## src/sv/lsc_pkg.sv

```systemverilog
`timescale 1ns / 1ps
// ----------------------------------------------------------------------------
// lsc_pkg
// Shared types, codes and helpers for the launch sequence controller.
// ----------------------------------------------------------------------------
package lsc_pkg;

    localparam int TIME_BITS   = 32;   // internal timestamp width, 8..64
    localparam int PORT_TIME_W = 32;
    localparam int TOUT_W      = 32;
    localparam int CFG_IDX_W   = 2;
    localparam int CFG_DATA_W  = 32;
    localparam int CMP_W       = 64;

    // flight phases
    localparam logic [2:0] PH_SAFE   = 3'd0;
    localparam logic [2:0] PH_ARMED  = 3'd1;
    localparam logic [2:0] PH_IGN    = 3'd2;
    localparam logic [2:0] PH_BUILD  = 3'd3;
    localparam logic [2:0] PH_ASCENT = 3'd4;
    localparam logic [2:0] PH_ABORT  = 3'd5;

    // fault codes
    localparam logic [2:0] FLT_NONE  = 3'd0;
    localparam logic [2:0] FLT_BACK  = 3'd1;
    localparam logic [2:0] FLT_STALL = 3'd2;
    localparam logic [2:0] FLT_IGN   = 3'd3;
    localparam logic [2:0] FLT_LIFT  = 3'd4;
    localparam logic [2:0] FLT_SHUT  = 3'd5;

    // operator commands
    localparam logic [1:0] FN_NONE   = 2'd0;
    localparam logic [1:0] FN_ARM    = 2'd1;
    localparam logic [1:0] FN_LAUNCH = 2'd2;

    // command verdicts
    localparam logic [1:0] VD_NONE = 2'd0;
    localparam logic [1:0] VD_ACC  = 2'd1;
    localparam logic [1:0] VD_REJ  = 2'd2;

    // configuration register indexes
    localparam logic [CFG_IDX_W-1:0] REG_IGN_TIMEOUT  = CFG_IDX_W'(0);
    localparam logic [CFG_IDX_W-1:0] REG_LIFT_TIMEOUT = CFG_IDX_W'(1);

    typedef logic [TIME_BITS-1:0] t_time;

    typedef struct packed {
        t_time      now;
        logic [1:0] func;
        logic       running;
        logic       liftoff;
    } t_item;

    typedef struct packed {
        logic [2:0] phase;
        logic       drive;
        logic [2:0] fault;
        logic [1:0] verdict;
    } t_result;

    typedef struct packed {
        logic [2:0] phase;
        logic [2:0] fault;
        t_time      last_time;
        logic       have_last;
        t_time      ign_start;
        t_time      build_start;
    } t_state;

    typedef struct packed {
        logic [TOUT_W-1:0] ign_timeout;
        logic [TOUT_W-1:0] lift_timeout;
    } t_cfg;

    // port timestamp to internal width (zero extend or truncate)
    function automatic t_time port_to_time(input logic [PORT_TIME_W-1:0] x);
        logic [CMP_W-1:0] w;
        w = '0;
        w[PORT_TIME_W-1:0] = x;
        return w[TIME_BITS-1:0];
    endfunction

    // elapsed <= timeout, both taken unsigned
    function automatic logic elapsed_le(input t_time el, input logic [TOUT_W-1:0] tout);
        logic [CMP_W-1:0] a;
        logic [CMP_W-1:0] b;
        a = '0;
        b = '0;
        a[TIME_BITS-1:0] = el;
        b[TOUT_W-1:0]    = tout;
        return a <= b;
    endfunction

    function automatic logic elapsed_ge(input t_time el, input logic [TOUT_W-1:0] tout);
        logic [CMP_W-1:0] a;
        logic [CMP_W-1:0] b;
        a = '0;
        b = '0;
        a[TIME_BITS-1:0] = el;
        b[TOUT_W-1:0]    = tout;
        return a >= b;
    endfunction

endpackage

```

## src/sv/lsc_cfg_regs.sv

```systemverilog
`timescale 1ns / 1ps
// ----------------------------------------------------------------------------
// lsc_cfg_regs
// Timeout registers written over the configuration channel.
// ----------------------------------------------------------------------------
module lsc_cfg_regs
    import lsc_pkg::*;
(
    input  logic                  i_clk,
    input  logic                  i_rst_n,
    input  logic                  i_cfg_valid,
    input  logic [CFG_IDX_W-1:0]  i_cfg_index,
    input  logic [CFG_DATA_W-1:0] i_cfg_data,
    output logic                  o_cfg_ready,
    output t_cfg                  o_cfg
);

    t_cfg r_cfg;

    assign o_cfg_ready = 1'b1;
    assign o_cfg       = r_cfg;

    always_ff @(posedge i_clk) begin
        if (!i_rst_n) begin
            r_cfg <= '0;
        end else if (i_cfg_valid) begin
            case (i_cfg_index)
                REG_IGN_TIMEOUT:  r_cfg.ign_timeout  <= TOUT_W'(i_cfg_data);
                REG_LIFT_TIMEOUT: r_cfg.lift_timeout <= TOUT_W'(i_cfg_data);
                default: ;  // unmapped index, write dropped
            endcase
        end
    end

endmodule

```

## src/sv/lsc_step.sv

```systemverilog
`timescale 1ns / 1ps
// ----------------------------------------------------------------------------
// lsc_step
// Flight state registers and the one-update transition logic.
// ----------------------------------------------------------------------------
module lsc_step
    import lsc_pkg::*;
(
    input  logic    i_clk,
    input  logic    i_rst_n,
    input  logic    i_fire,
    input  t_item   i_item,
    input  t_cfg    i_cfg,
    output t_result o_result
);

    t_state r_state;
    t_state n_state;
    logic [1:0] verdict;
    t_time      ign_elapsed;
    t_time      build_elapsed;

    assign ign_elapsed   = i_item.now - r_state.ign_start;
    assign build_elapsed = i_item.now - r_state.build_start;

    always_comb begin
        n_state = r_state;
        verdict = VD_NONE;
        if (r_state.phase == PH_ABORT) begin
            verdict = (i_item.func != FN_NONE) ? VD_REJ : VD_NONE;
        end else if (r_state.have_last && (i_item.now < r_state.last_time)) begin
            n_state.phase = PH_ABORT;
            n_state.fault = FLT_BACK;
        end else if (r_state.have_last && (i_item.now == r_state.last_time)) begin
            n_state.phase = PH_ABORT;
            n_state.fault = FLT_STALL;
        end else begin
            n_state.last_time = i_item.now;
            n_state.have_last = 1'b1;
            case (r_state.phase)
                PH_SAFE: begin
                    if (i_item.func == FN_ARM) begin
                        n_state.phase = PH_ARMED;
                        verdict       = VD_ACC;
                    end else if (i_item.func == FN_LAUNCH) begin
                        verdict = VD_REJ;
                    end
                end
                PH_ARMED: begin
                    if (i_item.func == FN_LAUNCH) begin
                        n_state.phase     = PH_IGN;
                        n_state.ign_start = i_item.now;
                        verdict           = VD_ACC;
                    end else if (i_item.func == FN_ARM) begin
                        verdict = VD_REJ;
                    end
                end
                PH_IGN: begin
                    if (i_item.func != FN_NONE) verdict = VD_REJ;
                    if (i_item.running && elapsed_le(ign_elapsed, i_cfg.ign_timeout)) begin
                        n_state.phase       = PH_BUILD;
                        n_state.build_start = i_item.now;
                    end else if (elapsed_ge(ign_elapsed, i_cfg.ign_timeout)) begin
                        n_state.phase = PH_ABORT;
                        n_state.fault = FLT_IGN;
                    end
                end
                PH_BUILD: begin
                    if (i_item.func != FN_NONE) verdict = VD_REJ;
                    // engine loss wins over the liftoff window
                    if (!i_item.running) begin
                        n_state.phase = PH_ABORT;
                        n_state.fault = FLT_SHUT;
                    end else if (i_item.liftoff &&
                                 elapsed_le(build_elapsed, i_cfg.lift_timeout)) begin
                        n_state.phase = PH_ASCENT;
                    end else if (elapsed_ge(build_elapsed, i_cfg.lift_timeout)) begin
                        n_state.phase = PH_ABORT;
                        n_state.fault = FLT_LIFT;
                    end
                end
                PH_ASCENT: begin
                    if (i_item.func != FN_NONE) verdict = VD_REJ;
                    if (!i_item.running) begin
                        n_state.phase = PH_ABORT;
                        n_state.fault = FLT_SHUT;
                    end
                end
                default: ;
            endcase
        end
    end

    always_comb begin
        o_result.phase   = n_state.phase;
        o_result.drive   = (n_state.phase == PH_IGN) || (n_state.phase == PH_BUILD) ||
                           (n_state.phase == PH_ASCENT);
        o_result.fault   = n_state.fault;
        o_result.verdict = verdict;
    end

    always_ff @(posedge i_clk) begin
        if (!i_rst_n) begin
            r_state.phase       <= PH_SAFE;
            r_state.fault       <= FLT_NONE;
            r_state.last_time   <= '0;
            r_state.have_last   <= 1'b0;
            r_state.ign_start   <= '0;
            r_state.build_start <= '0;
        end else if (i_fire) begin
            r_state <= n_state;
        end
    end

endmodule

```

## src/sv/launch_sequence_controller.sv

```systemverilog
`timescale 1ns / 1ps
// ----------------------------------------------------------------------------
// launch_sequence_controller
// Launch sequencer: phase flow, timeouts, sticky abort with latched fault.
// ----------------------------------------------------------------------------
// Usage:
//   Input channel (i_in_valid / o_in_ready) takes one update: timestamp,
//   operator command and the two engine flags. Output channel (o_out_valid /
//   i_out_ready) returns one result per update: phase, ignition drive,
//   latched fault and command verdict, in update order.
//   Config channel (i_cfg_valid / o_cfg_ready, always ready) writes the
//   ignition and liftoff timeouts; index 0 and 1, other indexes ignored.
//   Write them only while no update is in flight.
//   An accepted update passes the input register, then the result register.
//   Throughput: one update per cycle while results are taken; the transition
//   logic between the two registers is a single subtract-and-compare pass.
//   A stalled receiver holds the result register; the input register still
//   takes one more update, after which o_in_ready drops until the result
//   is transferred.
//   Reset (i_rst_n low, synchronous) returns to safe with no fault, clears
//   the timestamp history, the timeouts and empties both pipeline stages.
// ----------------------------------------------------------------------------
module launch_sequence_controller
    import lsc_pkg::*;
(
    input  logic                   i_clk,
    input  logic                   i_rst_n,
    input  logic                   i_in_valid,
    output logic                   o_in_ready,
    input  logic [PORT_TIME_W-1:0] i_current_time,
    input  logic [1:0]             i_func,
    input  logic                   i_engine_running,
    input  logic                   i_liftoff_detected,
    output logic                   o_out_valid,
    input  logic                   i_out_ready,
    output logic [2:0]             o_flight_phase,
    output logic                   o_ignition_drive,
    output logic [2:0]             o_fault_code,
    output logic [1:0]             o_command_verdict,
    input  logic                   i_cfg_valid,
    output logic                   o_cfg_ready,
    input  logic [CFG_IDX_W-1:0]   i_cfg_index,
    input  logic [CFG_DATA_W-1:0]  i_cfg_data
);

    logic    r_in_valid;
    t_item   r_item;
    logic    r_out_valid;
    t_result r_result;
    t_result step_result;
    t_cfg    cfg;
    logic    fire;

    // advance when the result register is free or being emptied
    assign fire       = r_in_valid && (!r_out_valid || i_out_ready);
    assign o_in_ready = !r_in_valid || fire;

    lsc_cfg_regs u_cfg (
        .i_clk       (i_clk),
        .i_rst_n     (i_rst_n),
        .i_cfg_valid (i_cfg_valid),
        .i_cfg_index (i_cfg_index),
        .i_cfg_data  (i_cfg_data),
        .o_cfg_ready (o_cfg_ready),
        .o_cfg       (cfg)
    );

    lsc_step u_step (
        .i_clk    (i_clk),
        .i_rst_n  (i_rst_n),
        .i_fire   (fire),
        .i_item   (r_item),
        .i_cfg    (cfg),
        .o_result (step_result)
    );

    always_ff @(posedge i_clk) begin
        if (!i_rst_n) begin
            r_in_valid <= 1'b0;
        end else if (o_in_ready) begin
            r_in_valid <= i_in_valid;
        end
    end

    always_ff @(posedge i_clk) begin
        if (i_in_valid && o_in_ready) begin
            r_item.now     <= port_to_time(i_current_time);
            r_item.func    <= i_func;
            r_item.running <= i_engine_running;
            r_item.liftoff <= i_liftoff_detected;
        end
    end

    always_ff @(posedge i_clk) begin
        if (!i_rst_n) begin
            r_out_valid <= 1'b0;
        end else if (fire) begin
            r_out_valid <= 1'b1;
        end else if (i_out_ready) begin
            r_out_valid <= 1'b0;
        end
    end

    always_ff @(posedge i_clk) begin
        if (fire) begin
            r_result <= step_result;
        end
    end

    assign o_out_valid       = r_out_valid;
    assign o_flight_phase    = r_result.phase;
    assign o_ignition_drive  = r_result.drive;
    assign o_fault_code      = r_result.fault;
    assign o_command_verdict = r_result.verdict;

endmodule

```

## config.mk

```make
export PLATFORM = sky130hd
export DESIGN_NAME = launch_sequence_controller
export DESIGN_NICKNAME = d
export VERILOG_FILES = /design/src/sv/lsc_pkg.sv /design/src/sv/lsc_cfg_regs.sv /design/src/sv/lsc_step.sv /design/src/sv/launch_sequence_controller.sv
export SDC_FILE = /design/constraint.sdc
export NUM_CORES = 1
export LEC_CHECK = 0
export BUFFER_PORTS_ARGS = -buffer_cell sky130_fd_sc_hd__buf_4
export CAP_MARGIN = 0
export CORE_MARGIN = 4
export CORE_UTILIZATION = 62
export DETAILED_ROUTE_END_ITERATION = 8
export MAX_ROUTING_LAYER = met4
export PLACE_DENSITY_LB_ADDON = 0.05
export SETUP_SLACK_MARGIN = 0.02
export SLEW_MARGIN = 20
export SYNTH_ARGS = -nofsm -noshare
export SYNTH_HDL_FRONTEND = slang
export SYNTH_SLANG_ARGS = --single-unit
export TNS_END_PERCENT = 30
```

## constraint.sdc

```tcl
create_clock -name i_clk -period 5.3 [get_ports i_clk]
set_clock_uncertainty 0.1 [all_clocks]
set_input_delay 0.265 -clock i_clk [delete_from_list [all_inputs] [get_ports i_clk]]
set_output_delay 0.265 -clock i_clk [all_outputs]
set_load 0.03 [all_outputs]
```

== Yosys cells after proc, flatten, opt, wreduce, memory -nomap -nowiden ==
Cells that the tools add are included.

* Add/subtract/negate cells: 2
* Magnitude comparators: 5
* Equality and inequality tests: 12
* Multiplexer cells: 32
* Bitwise operators: 3
* Reductions and logical operators: 22

{| class="wikitable"
|+ Operators by type and width
! kind !! number
|-
| two-way mux 97 bit || 2
|-
| two-way mux 32 bit || 4
|-
| two-way mux 103 bit || 1
|-
| >= comparator 32 bit || 2
|-
| less-or-equal comparator 32 bit || 2
|-
| subtractor 32 bit || 2
|-
| two-way mux 6 bit || 6
|-
| equality test 32 bit || 1
|-
| < comparator 32 bit || 1
|-
| two-way mux 3 bit || 6
|-
| two-way mux 2 bit || 8
|-
| case mux 3 bit (5 select lines) || 1
|-
| equality test 3 x 2 -> 1 bit (second input constant) || 4
|-
| AND reduction 6 bit || 2
|-
| equality test 3 bit (second input constant) || 3
|-
| case mux 3 bit (3 select lines) || 1
|-
| logical AND 1 bit || 6
|-
| case mux 2 bit (3 select lines) || 1
|-
| equality test 2 x 1 -> 1 bit (second input constant) || 2
|-
| logical OR 1 bit || 4
|-
| AND reduction 2 bit || 2
|-
| AND reduction 4 bit || 1
|-
| nonzero test 2 bit || 2
|-
| equality test 3 x 1 -> 1 bit (second input constant) || 1
|-
| 7 further kinds || 11
|}

* Register bits after elaboration: 214
* Input bits: 75
* Output and inout port bits: 12
* Word-level logic and storage cells: 94

== Depth between registers and ports, before layout ==
* Depth in word-level cells: 12
* Gate-level depth with buffers: 26
* Mapped depth without buffers: 24

== By module ==
Synthesis repeated with hierarchy kept, for this count alone.

* Cells, all modules: 1,510
* Area, all modules: 13,570.5 um^2

{| class="wikitable"
|+ Modules (own cells, without submodules)
! module !! times used !! cells each !! area an instance (um^2) !! sequential area each (um^2)
|-
| lsc_step || 1 || 1,209 || 9,625.5 || 2,062.0
|-
| lsc_cfg_regs || 1 || 247 || 2,489.9 || 1,281.2
|-
| launch_sequence_controller || 1 || 54 || 1,455.1 || 1,391.3
|}

== Worst setup path after synthesis ==
Ideal clock, no wire load.

* Kind: flip-flop to flip-flop
* Start point: register r_item[10] (netlist name)
* End point: register u_step.r_state[10] (netlist name)
* Library setup time: 0.116 ns
* Data arrival time: 4.670 ns
* Required time: 5.084 ns
* Setup slack: 0.414 ns
* Stages on the path, launching flop included: 25
* Buffers on the path: 3
* Clock period less this slack: 4.886 ns
* Cell sequence: edfxtp_1 ha_1 clkbuf_1 nand2_1 or4b_1 o21ai_1 a2bb2oi_1 a31o_2 o21ai_1 nor4_1 nor3_1 a211oi_1 xnor2_1 ha_1 nand4_1 nor3_1 and3_1 o311ai_1 and3_1 nor2_1 or3_1 clkbuf_1 buf_2 mux2i_1 nor2b_1

* Word-level cells in the longest chain between the ends: 4
* Elaborated cells on any way between the ends: 10
* Those cells by class: 1 x add/sub; 2 x order compare; 1 x eq/ne; 2 x bitwise; 4 x reduce/logical

{| class="wikitable"
|+ Ends and longest elaborated chain
! element !! line !! text
|-
| from (decl) || launch_sequence_controller.sv:47 || <nowiki>t_item r_item;</nowiki>
|-
| subtractor 32 bit, or another cell as far along || lsc_step.sv:23 || <nowiki>assign ign_elapsed = i_item.now - r_state.ign_start;</nowiki>
|-
| less-or-equal comparator 32 bit, or another cell as far along || lsc_pkg.sv:91 || <nowiki>return a <= b;</nowiki>
|-
| logical AND 1 bit / NOT 1 bit (equally long branches) || -- ||
|-
| AND reduction 6 bit (no line) * || -- ||
|-
| to (signal assigned) || lsc_step.sv:111 || <nowiki>r_state <= n_state;</nowiki>
|-
| to (decl) || lsc_step.sv:17 || <nowiki>t_state r_state;</nowiki>
|}

Every way passes the cells marked *; elsewhere a longest branch is shown, timed or not.
A chain may end at the register's enable or synchronous reset.

==> results by stage <==
CTS:
- The H-tree depth is 1.
- After clock tree synthesis, the clock-pin slew on the worst setup and hold paths is 60 ps.
- The clock tree from TritonCTS is yes.
- At the later pin of the worst-skew pair, clock insertion delay measures 510 ps.
- Clock tree synthesis selected as its root buffer the cell clkbuf_16.
- Buffers inserted during clock tree synthesis total 23.
- The longest clock path from root to sink contains 3 buffers.
- The count of clock tree sinks is 214.

Routing:
- In this run, the number of DRC markers left after iteration 0 of detailed routing was 644.
- The final route contains 11.78k vias.
- The highest metal layer with signal wires is met4.
- The aggregate routed wire length is 36910 um.
- The pre-antenna-repair detailed-routing pass consisted of 5 iterations.
- The average wire per cell in the routed design is 17.46 um.
- In the detailed route, the total length drawn on met3 is 1114 um.
- The via count normalized by instance count is 5.570.
- The routed length on met2 is 19370 um.
- The length of routed wiring on met1 is 15150 um.
- In this run the remaining antenna-violating nets after routing total 0.
- The residual DRC count is 0.

Yosys:
- For this run, asynchronously set or reset flops after synthesis account for 0%.
- Sorting the synthesized cells by how often they occur yields inv_1 (184), nand2_1 (173), dfxtp_1 (169).
- The number of nets handed over by synthesis was 1810.
- The combined area of all synthesized cells is 0.01379 sq mm.
- Among all flip-flop cells after synthesis, the most frequent one is dfxtp_1.
- The count of flip-flops with a built-in enable after synthesis is 45.
- By area the synthesized netlist is led by dfxtp_1 (25%), ha_1 (14%), edfxtp_1 (9.8%).
- The instance count of the mapped netlist is 1575.
- For this run, the register share of the synthesized area comes to 34.34%.
- Synthesis inferred 214 register bits.
- In the post-synthesis netlist, the cell with the most instances is inv_1.
- For this run, the number of Yosys warnings is 0.
- The count of cell types in the netlist is 74.
- The post-synthesis area per instance is 8.753 sq um.
- The top-area cell type share of the netlist area is 24.54%.
- The leading area contributor after synthesis is dfxtp_1.

Status:
- The run finished with clean final reports.

Power:
- In this run switching power makes up 27.33% of total power.
- The internal power contribution is 3060 uW.
- The sequential share of power is 42.0%.
- Across the VDD grid, the largest voltage drop is 266.5 uV.
- The relative contribution of combinational cells to total power is 21.5%.
- The standby leakage power is 0.007178 uW.
- Power spread over the standard cell area amounts to 243.2 mW/mm^2.
- For this design the total switching power over the nets is 1151 uW.
- The proportion of power drawn by the clock network is 36.4%.

Critical path:
- STA classifies the critical path endpoint as a flop.
- The worst endpoint data arrival time is 5560 ps.
- The most numerous cell type found on the critical path is buf_4.
- In this run the worst setup path begins at r_item[5].
- For this run, the slowest stage of the critical path takes 460 ps.
- The setup path with the least slack is of type reg2reg.
- The critical path endpoint is u_step.r_state[101].
- The setup slack of the worst register-to-register path is 40 ps.
- For the worst setup path, the data required time is 5600 ps.
- The slowest cell on the critical path is edfxtp_1.
- Walking the worst path, the cells encountered are ha_1 -> nor2b_4 -> o31a_1 -> o21ai_4 -> a2bb2oi_2 -> buf_4 -> a31o_4 -> o21ai_4 -> nor4_2 -> nor3_2 -> a211oi_2 -> xnor2_1 -> ha_1 -> nand4_1 -> nor3_2 -> buf_4 -> nand4_1 -> or3_4 -> a41oi_4 -> buf_6 -> nand3b_1 -> o21ai_2 -> buf_4 -> a31o_1.
- The nature of the critical path startpoint is a flop.
- The startpoint identified for the worst register-to-register timing path is r_item[5].
- The worst register-to-register path ends at u_step.r_state[101].
- Counting cells, the worst reg-to-reg path comes to 24.
- In this run the worst path has a maximum fanout of 5.

Layout:
- At the end of the flow, the number of nets in the layout was 2054.
- Cells with a size suffix above 1 make up 17.28% of the layout.
- The core utilization of the finished layout is 79.35%.
- Leaving out filler cells and counting taps, the final layout contains 2114.
- 0 antenna diodes ended up in the layout.
- The synthesis-to-finish area growth is 25.62%.

STA:
- The upper clock frequency limit is 0.1901 GHz.
- The final count of pins violating max slew was 0.
- The final-report hold violation count came to 0.
- The period utilization is 99.26%.
- The summed negative setup slack over all endpoints is 0 ps.
- The actual transition at the worst max-transition pin is 969.3 ps.
- Measured against its own limit, the worst slew margin works out to 35.38%.
- Setup violations remaining at the end of the flow were counted as 0.
- Setup repair after global routing could not meet its margin everywhere.
- For the finished layout, the period the worst path requires is 5261 ps.

Floorplan:
- The die area is 0.02469 sq mm.
- The core box area is 0.02182 sq mm.
- The initial utilization of the core area, before any placement, comes to 63.17%.
- The number of rows created at floorplan is 54.
- 87 I/O pins were placed.
- The die is 157.1 um tall.
- The die is 157.1 um wide.

Global route:
- The global-route congestion overflow total is 0.
- For this run, the total global-route usage over all layers was measured as 29.70%.
- Entering global routing, the biggest net connects 91 pins.
- The via count of the first global-routing pass is 11.68k.
- The first global-routing pass estimated 57950 um of wire.
- The number of antenna violations at the first check in global routing is 0.

Min path:
- The worst min-delay path class is in2reg.
- The start point of the worst hold path is i_cfg_index[1].

Job:
- The tool flagged a number of max-cap violations equal to 0.

Placement:
- Including well taps, the total number of placed cells is 1991.
- Routability-driven placement finished with a final weighted congestion of 0.9612.
- The HPWL after detailed placement is 26270 um.
- The number of port buffers is 85.
## how the worst min path moves through the flow
stage / to / slack, ps / cells after the start
after floorplan: r_item[0] / 260 / 0
after global placement: u_cfg.o_cfg[33] / 340 / 2
after detailed placement: r_item[28] / 340 / 1
after CTS: u_cfg.o_cfg[49] / 200 / 5
after global routing: u_cfg.o_cfg[54] / 250 / 5
final: u_cfg.o_cfg[49] / 220 / 5
## logic make-up (layout without fill, tap and decap cells)
family	after synthesis	count (layout)	synth area share, %
simple gates	473	473	17.18
mux	95	95	6.898
flops	214	214	34.34
fa+ha+maj	160	160	14.63
xor+xnor	51	51	3.240
buf+inv	234	493	6.644
other cells	1	1	0.02720
compound gates	347	347	17.04
## power by group through the flow
| stage | logic (uW) | clock network (uW) | registers, uW |
|---|---|---|---|
| floorplan | 513 | 0 | 1800 |
| global placement | 763 | 0 | 1800 |
| detailed placement | 786 | 0 | 1800 |
| CTS | 850 | 1570 | 1770 |
| global route | 997 | 1620 | 1770 |
| finish | 906 | 1530 | 1770 |
## critical path: cells and delay by family, from the launching register on
kind	cells	cell delay [ps]
AND/OR/NAND/NOR	8	1570
adder cells (fa/ha/maj)	2	630
flip-flops	1	460
buffers and inverters	4	580
AO/OA/AOI/OAI	9	1690
XOR/XNOR	1	110
## stage by stage
step | cell area (sq um) | worst slack (ps) | hold WS, ps | total power (uW)
3_3_place_gp | 15340 | -333.3 | 341.8 | 2565
5_1_grt | 17320 | -271.3 | 248.5 | 4393
3_5_place_dp | 15340 | -340.2 | 344.3 | 2590
6_report | 17320 | 39.44 | 223.5 | 4211
4_1_cts | 16900 | -48.86 | 204.8 | 4184
2_1_floorplan | 13790 | 414.2 | 263.9 | 2309
## placed cells by master, fill, tap and decap left out, drive strengths merged, types with 9 or more instances in the layout
| cell type | instances |
|---|---|
| nor2 | 65 |
| dlygate4sd3 | 70 |
| nand4 | 21 |
| edfxtp | 45 |
| nor3 | 15 |
| xor2 | 10 |
| a211oi | 10 |
| nand2b | 9 |
| o21ai | 47 |
| nand3 | 20 |
| mux2i | 95 |
| a21oi | 82 |
| nand2 | 173 |
| a21boi | 69 |
| o21a | 17 |
| inv | 186 |
| dfxtp | 169 |
| clkbuf | 36 |
| xnor2 | 41 |
| ha | 158 |
| buf | 197 |
| and3 | 16 |
| a21o | 51 |
| nor2b | 118 |
## per-layer routing
| layer | vias up | track usage (%) |
|---|---|---|
| met3 | 86 | 2.750 |
| met2 | 223 | 54.19 |
| met4 | 0 | 9.422 |
| li1 | 5905 | - |
| met5 | - | - |
| met1 | 5562 | 34.50 |
## registers in the layout, indices dropped and copies added (netlist names), 2 cells and up
name and flops:
u_step.r_state 103, o_flight_phase 3, u_cfg.o_cfg 64, r_item 36, o_command_verdict 2, o_fault_code 3
## area by class of cell
class / count / area, sq um
Multi-Input combinational cell: 1127 / 8582
Sequential cell: 214 / 4735
Fill cell: 1512 / 4506
Timing Repair Buffer: 268 / 2237
Inverter: 185 / 696.9
Clock buffer: 35 / 690.7
Tap cell: 280 / 350.3
Clock inverter: 5 / 26.28
## timing repair
| action | 4_1_cts | 5_1_grt |
|---|---|---|
| gates cloned | 0 | 1 |
| setup endpoints to repair | 45 | 45 |
| hold buffers | 70 | 0 |
| pin swaps | 9 | 49 |
| endpoints found under the hold margin | 102 | 0 |
| gates resized for setup | 26 | 64 |
| setup buffers | 3 | 10 |
Power figures use the tool's default switching activity.
